===== config.mk =====
export PLATFORM = sky130hd
export DESIGN_NAME = music_sequence_command_decoder
export DESIGN_NICKNAME = d
export VERILOG_FILES = /design/src/design/mscd_pkg.sv /design/src/design/music_sequence_command_decoder.sv
export VERILOG_INCLUDE_DIRS = /design/src /design/src/design
export SDC_FILE = /design/constraint.sdc
export NUM_CORES = 1
export LEC_CHECK = 0
export BUFFER_PORTS_ARGS = -buffer_cell sky130_fd_sc_hd__buf_2
export CORE_ASPECT_RATIO = 0.9
export CORE_MARGIN = 1.5
export CORE_UTILIZATION = 40
export CTS_BUF_LIST = sky130_fd_sc_hd__clkbuf_8 sky130_fd_sc_hd__clkbuf_16
export CTS_CLUSTER_SIZE = 8
export DETAILED_ROUTE_END_ITERATION = 16
export PLACE_DENSITY = 0.63
export SYNTH_ARGS = -nofsm -noshare
export SYNTH_HDL_FRONTEND = slang
export SYNTH_SLANG_ARGS = --single-unit

===== constraint.sdc =====
create_clock -name clk -period 2.9 [get_ports clk]
set_input_delay 0.29 -clock clk [delete_from_list [all_inputs] [get_ports clk]]
set_output_delay 0.29 -clock clk [all_outputs]
set_load 0.03 [all_outputs]

===== src/design/music_sequence_command_decoder_assert.svh =====
// Assertion macros shared by the sequence command decoder RTL.
// Each macro builds one labeled concurrent assertion clocked on clk and
// disabled while the asynchronous reset rst_n is low.
`ifndef MUSIC_SEQUENCE_COMMAND_DECODER_ASSERT_SVH
`define MUSIC_SEQUENCE_COMMAND_DECODER_ASSERT_SVH

// The consequent must hold in the same cycle as the antecedent.
`define MSCD_ASSERT_SAME(label, ante, cons) \
    label: assert property (@(posedge clk) disable iff (!rst_n) (ante) |-> (cons)) \
        else $error("assertion failed: same-cycle implication");

// The consequent must hold in the cycle after the antecedent.
`define MSCD_ASSERT_NEXT(label, ante, cons) \
    label: assert property (@(posedge clk) disable iff (!rst_n) (ante) |=> (cons)) \
        else $error("assertion failed: next-cycle implication");

`endif


===== src/design/mscd_pkg.sv =====
// Types and constants for the sequence command decoder.
// Holds the transfer payload structs, event codes, opcodes and parse phases.
// Has no dependencies.
package mscd_pkg;

    typedef struct packed {
        logic [7:0] seq_byte;
        logic       channel_start;
    } seq_item_t;

    typedef struct packed {
        logic [3:0]  event_kind;
        logic [7:0]  value_a;
        logic [3:0]  value_b;
        logic [15:0] target_address;
        logic        channel_done;
    } event_item_t;

    typedef enum logic [3:0] {
        PH_OPCODE  = 4'b0001,
        PH_ARG     = 4'b0010,
        PH_ADDR_LO = 4'b0100,
        PH_ADDR_HI = 4'b1000
    } phase_t;

    localparam logic [3:0] EV_TEMPO   = 4'd0;
    localparam logic [3:0] EV_DUTY    = 4'd1;
    localparam logic [3:0] EV_VOLUME  = 4'd2;
    localparam logic [3:0] EV_LOOP    = 4'd3;
    localparam logic [3:0] EV_PAN     = 4'd4;
    localparam logic [3:0] EV_RETURN  = 4'd5;
    localparam logic [3:0] EV_STOP    = 4'd6;
    localparam logic [3:0] EV_JUMP    = 4'd7;
    localparam logic [3:0] EV_END     = 4'd8;
    localparam logic [3:0] EV_DISABLE = 4'd9;
    localparam logic [3:0] EV_HOLD    = 4'd10;
    localparam logic [3:0] EV_REST    = 4'd11;
    localparam logic [3:0] EV_OCTAVE  = 4'd12;
    localparam logic [3:0] EV_NOTE    = 4'd13;
    localparam logic [3:0] EV_UNKNOWN = 4'd14;

    localparam logic [7:0] OP_TEMPO   = 8'hC0;
    localparam logic [7:0] OP_DUTY    = 8'hC1;
    localparam logic [7:0] OP_VOLUME  = 8'hC2;
    localparam logic [7:0] OP_LOOP    = 8'hC3;
    localparam logic [7:0] OP_PAN     = 8'hC4;
    localparam logic [7:0] OP_RETURN  = 8'hC9;
    localparam logic [7:0] OP_STOP    = 8'hCB;
    localparam logic [7:0] OP_JUMP    = 8'hCD;
    localparam logic [7:0] OP_END     = 8'hCE;
    localparam logic [7:0] OP_DISABLE = 8'hCF;

    localparam logic [3:0] NIB_COMMAND = 4'hC;
    localparam logic [3:0] NIB_HOLD    = 4'hD;
    localparam logic [3:0] NIB_REST    = 4'hE;
    localparam logic [3:0] NIB_OCTAVE  = 4'hF;

endpackage


===== src/design/music_sequence_command_decoder.sv =====
// Top level of the sequence command decoder for one sound channel.
// Depends on mscd_pkg and on music_sequence_command_decoder_assert.svh.
// Turns a stream of sequence bytes into one decoded event per completed command.

// The decoder takes one sequence byte per clock cycle and can keep doing so
// without a gap: a byte is held in an input register and is decoded against
// the parse state. If the byte completes a command, its event is loaded into
// the output register when the input register advances, and it transfers out
// from there. Opcode bytes of commands that take arguments, low address
// bytes and bytes received after reset or a channel end give no event. A
// byte with channel_start set drops any partly received command and is
// decoded as a fresh opcode. Throughput drops below one byte per cycle only
// while the output side stalls with an event waiting.
`include "music_sequence_command_decoder_assert.svh"

module music_sequence_command_decoder
(
    input  logic                       clk,
    input  logic                       rst_n,
    input  logic                       seq_valid,
    output logic                       seq_stall,
    input  mscd_pkg::seq_item_t        seq_item,
    output logic                       event_valid,
    input  logic                       event_stall,
    output mscd_pkg::event_item_t      event_item
);

    logic                   s1_valid_reg;
    mscd_pkg::seq_item_t    s1_item_reg;
    mscd_pkg::phase_t       phase_reg;
    mscd_pkg::phase_t       phase_next;
    logic [7:0]             held_reg;
    logic [7:0]             held_next;
    logic [7:0]             addr_lo_reg;
    logic [7:0]             addr_lo_next;
    logic                   ended_reg;
    logic                   ended_next;
    logic                   event_valid_reg;
    mscd_pkg::event_item_t  event_item_reg;

    logic                   out_free;
    logic                   s1_adv;
    mscd_pkg::phase_t       phase_eff;
    logic                   ended_eff;
    logic                   emit;
    mscd_pkg::event_item_t  res;
    logic [7:0]             b;

    assign out_free    = !event_valid_reg || !event_stall;
    assign s1_adv      = s1_valid_reg && out_free;
    assign seq_stall   = s1_valid_reg && !out_free;
    assign event_valid = event_valid_reg;
    assign event_item  = event_item_reg;
    assign b           = s1_item_reg.seq_byte;

    always_comb
    begin
        phase_eff    = s1_item_reg.channel_start ? mscd_pkg::PH_OPCODE : phase_reg;
        ended_eff    = s1_item_reg.channel_start ? 1'b0 : ended_reg;
        phase_next   = phase_eff;
        held_next    = held_reg;
        addr_lo_next = addr_lo_reg;
        emit         = 1'b0;
        res          = '0;
        if (!ended_eff)
        begin
            unique case (phase_eff)
                mscd_pkg::PH_ARG:
                begin
                    phase_next = mscd_pkg::PH_OPCODE;
                    emit       = 1'b1;
                    res.value_a = b;
                    if (held_reg == mscd_pkg::OP_TEMPO)
                    begin
                        res.event_kind = mscd_pkg::EV_TEMPO;
                    end
                    else if (held_reg == mscd_pkg::OP_DUTY)
                    begin
                        res.event_kind = mscd_pkg::EV_DUTY;
                    end
                    else if (held_reg == mscd_pkg::OP_VOLUME)
                    begin
                        res.event_kind = mscd_pkg::EV_VOLUME;
                        res.value_a    = {4'h0, b[7:4]};
                        res.value_b    = b[3:0];
                    end
                    else
                    begin
                        res.event_kind = mscd_pkg::EV_PAN;
                    end
                end
                mscd_pkg::PH_ADDR_LO:
                begin
                    addr_lo_next = b;
                    phase_next   = mscd_pkg::PH_ADDR_HI;
                end
                mscd_pkg::PH_ADDR_HI:
                begin
                    phase_next         = mscd_pkg::PH_OPCODE;
                    emit               = 1'b1;
                    res.target_address = {b, addr_lo_reg};
                    if (held_reg == mscd_pkg::OP_LOOP)
                    begin
                        res.event_kind   = mscd_pkg::EV_LOOP;
                        res.channel_done = 1'b1;
                    end
                    else
                    begin
                        res.event_kind = mscd_pkg::EV_JUMP;
                    end
                end
                mscd_pkg::PH_OPCODE:
                begin
                    unique case (b[7:4])
                        mscd_pkg::NIB_OCTAVE:
                        begin
                            emit           = 1'b1;
                            res.event_kind = mscd_pkg::EV_OCTAVE;
                            res.value_a    = {4'h0, b[3:0]};
                        end
                        mscd_pkg::NIB_REST:
                        begin
                            emit           = 1'b1;
                            res.event_kind = mscd_pkg::EV_REST;
                            res.value_a    = {4'h0, b[3:0]};
                        end
                        mscd_pkg::NIB_HOLD:
                        begin
                            emit           = 1'b1;
                            res.event_kind = mscd_pkg::EV_HOLD;
                            res.value_a    = {4'h0, b[3:0]};
                        end
                        mscd_pkg::NIB_COMMAND:
                        begin
                            unique case (b) inside
                                mscd_pkg::OP_TEMPO, mscd_pkg::OP_DUTY,
                                mscd_pkg::OP_VOLUME, mscd_pkg::OP_PAN:
                                begin
                                    held_next  = b;
                                    phase_next = mscd_pkg::PH_ARG;
                                end
                                mscd_pkg::OP_LOOP, mscd_pkg::OP_JUMP:
                                begin
                                    held_next  = b;
                                    phase_next = mscd_pkg::PH_ADDR_LO;
                                end
                                mscd_pkg::OP_RETURN:
                                begin
                                    emit           = 1'b1;
                                    res.event_kind = mscd_pkg::EV_RETURN;
                                end
                                mscd_pkg::OP_STOP:
                                begin
                                    emit             = 1'b1;
                                    res.event_kind   = mscd_pkg::EV_STOP;
                                    res.channel_done = 1'b1;
                                end
                                mscd_pkg::OP_END:
                                begin
                                    emit             = 1'b1;
                                    res.event_kind   = mscd_pkg::EV_END;
                                    res.channel_done = 1'b1;
                                end
                                mscd_pkg::OP_DISABLE:
                                begin
                                    emit             = 1'b1;
                                    res.event_kind   = mscd_pkg::EV_DISABLE;
                                    res.channel_done = 1'b1;
                                end
                                default:
                                begin
                                    emit           = 1'b1;
                                    res.event_kind = mscd_pkg::EV_UNKNOWN;
                                    res.value_a    = b;
                                end
                            endcase
                        end
                        default:
                        begin
                            emit           = 1'b1;
                            res.event_kind = mscd_pkg::EV_NOTE;
                            res.value_a    = {4'h0, b[7:4]};
                            res.value_b    = b[3:0];
                        end
                    endcase
                end
                default:
                begin
                    phase_next = mscd_pkg::PH_OPCODE;
                end
            endcase
        end
        ended_next = ended_eff || (emit && res.channel_done);
    end

    always_ff @(posedge clk or negedge rst_n)
    begin
        if (!rst_n)
        begin
            s1_valid_reg    <= 1'b0;
            phase_reg       <= mscd_pkg::PH_OPCODE;
            held_reg        <= '0;
            addr_lo_reg     <= '0;
            ended_reg       <= 1'b1;
            event_valid_reg <= 1'b0;
        end
        else
        begin
            if (!s1_valid_reg || s1_adv)
            begin
                s1_valid_reg <= seq_valid;
            end
            if (s1_adv)
            begin
                phase_reg       <= phase_next;
                held_reg        <= held_next;
                addr_lo_reg     <= addr_lo_next;
                ended_reg       <= ended_next;
                event_valid_reg <= emit;
            end
            else if (!event_stall)
            begin
                event_valid_reg <= 1'b0;
            end
        end
    end

    always_ff @(posedge clk)
    begin
        if (!s1_valid_reg || s1_adv)
        begin
            s1_item_reg <= seq_item;
        end
        if (s1_adv && emit)
        begin
            event_item_reg <= res;
        end
    end

    `MSCD_ASSERT_SAME(a_ended_phase_idle, ended_reg, phase_reg == mscd_pkg::PH_OPCODE)
    `MSCD_ASSERT_NEXT(a_done_sets_ended, s1_adv && emit && res.channel_done, ended_reg)
    `MSCD_ASSERT_NEXT(a_addr_hi_emits, s1_adv && !ended_eff && phase_eff == mscd_pkg::PH_ADDR_HI, event_valid_reg)

endmodule

==> impl_results.md <==
* Avg WL per Cell at approximately 16 µm
* Synth area leader: edfxtp_1
* # H-tree levels at 3
* DRC violations left at 0
* Post-route ant nets at 0
* Cts bufs inserted at 9
* Yosys cell types at 49
* Clock sink count at 65
* Ys async rst share at 35.4%
* CTS Hold Bufs at 1
* Fin Setup TNS at 0 ns
* Global-route wire length before repair at approximately 10000 µm
* Syn Area/Cell at 12.6 µm²
* Starting DRT DRC Count at between 100 and 150
* P per Cell Area at 879 nW/µm²
* 1st-pass router iterations at 4
* Comb pwr share at 25.7%
* Setup crit start kind: flip-flop
* Fillers at 680
* Largest register FFs at 33
* Antenna cell count at 0
* Die Ht at between 80 and 90 µm
* Final Skew at ~0.0064 ns
* Count of pins over their slew limit at 0
* GP Congestion at approximately 0.9
* Ys flop type: edfxtp_1
* Clk Latency, worst-skew pair at 0.35 ns
* Worst-path fanout max at 33
* Sequential share of power at 44.5%
* Synthesis-to-layout area growth at 18.3%
* Max VDD drop at 417 µV
* Fmax at roughly 460 MHz
* Final HPWL DP at 4210 µm
* Via count at a little over 2k
* Status: finished, final reports clean
* Yosys Warn Count at 0
* Routed wire length at 6070 µm
* Critical path's slowest cell: edfxtp_1
* Post-CTS Setup Bufs at 0
* Core Box Area at 7110 µm²
* Placed Instances at 367
* PortBufs at 47
* Period minus WS final at 2.18 ns
* Core Util, Final at 49.4%
* Worst path cell trace: inv_1, xnor2_1, nand3_1, a21boi_0, nor2_2, buf_4
* Worst path arrival time at 2.19 ns
* Net switching power at 1.02 mW
* Period utilization at 75.3%
* Total power draw at 3.09 mW
* Max Cap Viol at 0
* Total number of placement rows at 29
* Largest net degree at the start of global routing at 34
* Residual overflow from global routing at 0
* Nets at between 200 and 300
* Vias in the first global route at 1,960
* Synth top area share at 42.5%
* Unrepaired setup endpoints after global routing: no
* WP data required at approximately 2.9 ns
* Post-DP Area at 3260 µm²
* CTS tree: yes
* Hold_ws at 0.115 ns
* Largest delay contributor family on the critical path: flip-flops
* Sequential cell area at 1840 µm²
* All-Layer GR Usage at between 15 and 20%
* Design area at 3510 µm²
* Post-synthesis instance area at 2970 µm²
* Least-Margin Pin Slew at 0.571 ns
* Clock slew at reported path FFs at approximately 0.07 ns
* Slew headroom at between 60% and 70%
* Synth area leaders: edfxtp_1 (42%), dfrtp_1 (18%), mux2_2 (4.5%)
* Static Leak at 1.52 nW
* Die Wd at ~94 µm
* # setup viols final at 0
* Syn_nets at around 250
* Ports at 48
* Final hold violation count at 0
* Most common cell in the synthesized netlist: edfxtp_1
* Switching Share at ~33%
* Final worst slack at 0.716 ns
* Top cells by count, synth: edfxtp_1 (42), dfrtp_1 (21), nor2_1 (20), and3_1 (19), a21oi_1 (14)
* Clock tree buffer depth at 2
* Die area at just under 8000 µm²
* Slowest stage delay, CP at between 0.6 and 0.7 ns
* Pint at approximately 2.1 mW
* Root Driver: clkbuf_8
* Clock share of power at 29.8%
* Sequential fraction of the synthesis area at 61.9%
* Worst slack at placement at between 0.7 and 0.8 ns
* Vias per cell at about 5.3
* Post-synth EDFFs at 42
* Hold Crit Class: primary input to flip-flop
* Synth Instances at 235
* Layout cell share with drive strength beyond 1 at 32.0%
* Post-cts resize count at 0
* Yosys reg bits at between 60 and 70
* Final non-filler cell total at 384
* Crit path buf inv count at 2
* Initial antenna violation count at 0
* CP Class: flip-flop to flip-flop
* Multi-input gate area at about 1000 µm²
* Starting utilization of the core area at a little over two fifths
* Setup crit end kind: flip-flop
[power by group through the flow]
| stage | Combinational [mW] | Sequential (mW) | Clock (mW) |
|---|---|---|---|
| 3_3_place_gp | 0.798 | 1.39 | 0 |
| 2_1_floorplan | 0.379 | 1.59 | 0 |
| 4_1_cts | 0.802 | 1.37 | 0.941 |
| 3_5_place_dp | 0.798 | 1.39 | 0 |
| 6_report | 0.794 | 1.37 | 0.921 |
| 5_1_grt | 0.858 | 1.40 | 0.979 |
[cell families after synthesis]
kind of cell | synth area share [%]
XOR/XNOR | 0.295
AO/OA/AOI/OAI | 11.5
flip-flops | 61.9
AND/OR/NAND/NOR | 18.2
buffers and inverters | 3.50
multiplexers | 4.55
[layout by cell type (no fill, tap or decap), types with 2 or more instances in the layout]
master,Yosys,final
buf_2,0,47
edfxtp_1,42,42
dfrtp_1,21,21
nor2_1,20,19
and3_1,19,19
a21oi_1,14,14
nand2_1,13,13
o21ai_0,13,13
mux2_2,12,12
clkbuf_8,1,9
inv_1,7,8
and2_1,5,5
nand3_1,5,5
nor2b_1,5,5
a32o_1,4,4
nand2b_1,3,3
or2_2,3,3
bufinv_16,0,3
nor3_1,2,2
o211ai_1,2,2
or3_1,2,2
nor2_2,1,2
o31a_1,2,2
nor4b_1,2,2
nor3_4,2,2
o31ai_1,2,2
a22oi_1,2,2
dfstp_2,2,2
buf_4,4,2
[area by class of cell]
| class | instances | share of cell area, % |
|---|---|---|
| flip-flops and latches | 65 | 52.3 |
| multi-input cells | 153 | 29.3 |
| repair buffers | 50 | 7.40 |
| well taps | 93 | 3.31 |
| clock buffers | 9 | 3.52 |
| clock inverters | 7 | 3.38 |
| inverters | 7 | 0.748 |
[metal layers]
| metal | vias up | global-route usage [%] | part of all wire [%] |
|---|---|---|---|
| li1 | 982 | - | - |
| met1 | 973 | 22.5 | 47 |
| met2 | 74 | 25.6 | 46 |
| met3 | 8 | 6.16 | 6.4 |
| met4 | 0 | 7.19 | 1.0 |
| met5 | - | 0 | 0 |
[worst reg2reg max path, cell delays in order, from the launching register on]
cell and delay (ns):
edfxtp_1 0.68, inv_1 0.19, xnor2_1 0.16, nand3_1 0.14
a21boi_0 0.17, nor2_2 0.11, buf_4 0.38
[path summary, 6_finish.rpt]
check / from / to / slack, ns / cells past startpoint
max: b[3] / event_item[16] / 0.72 / 6
min: seq_item[6] / b[5] / 0.12 / 1
max reg2reg: b[3] / event_item[16] / 0.72 / 6
min reg2reg: held_reg[6] / held_reg[6] / 0.46 / 1
max in group asynchronous: rst_n / ended_reg / 2.09 / 2
min in group asynchronous: rst_n / held_reg[4] / 0.44 / 2
Power figures use the tool's default switching activity.
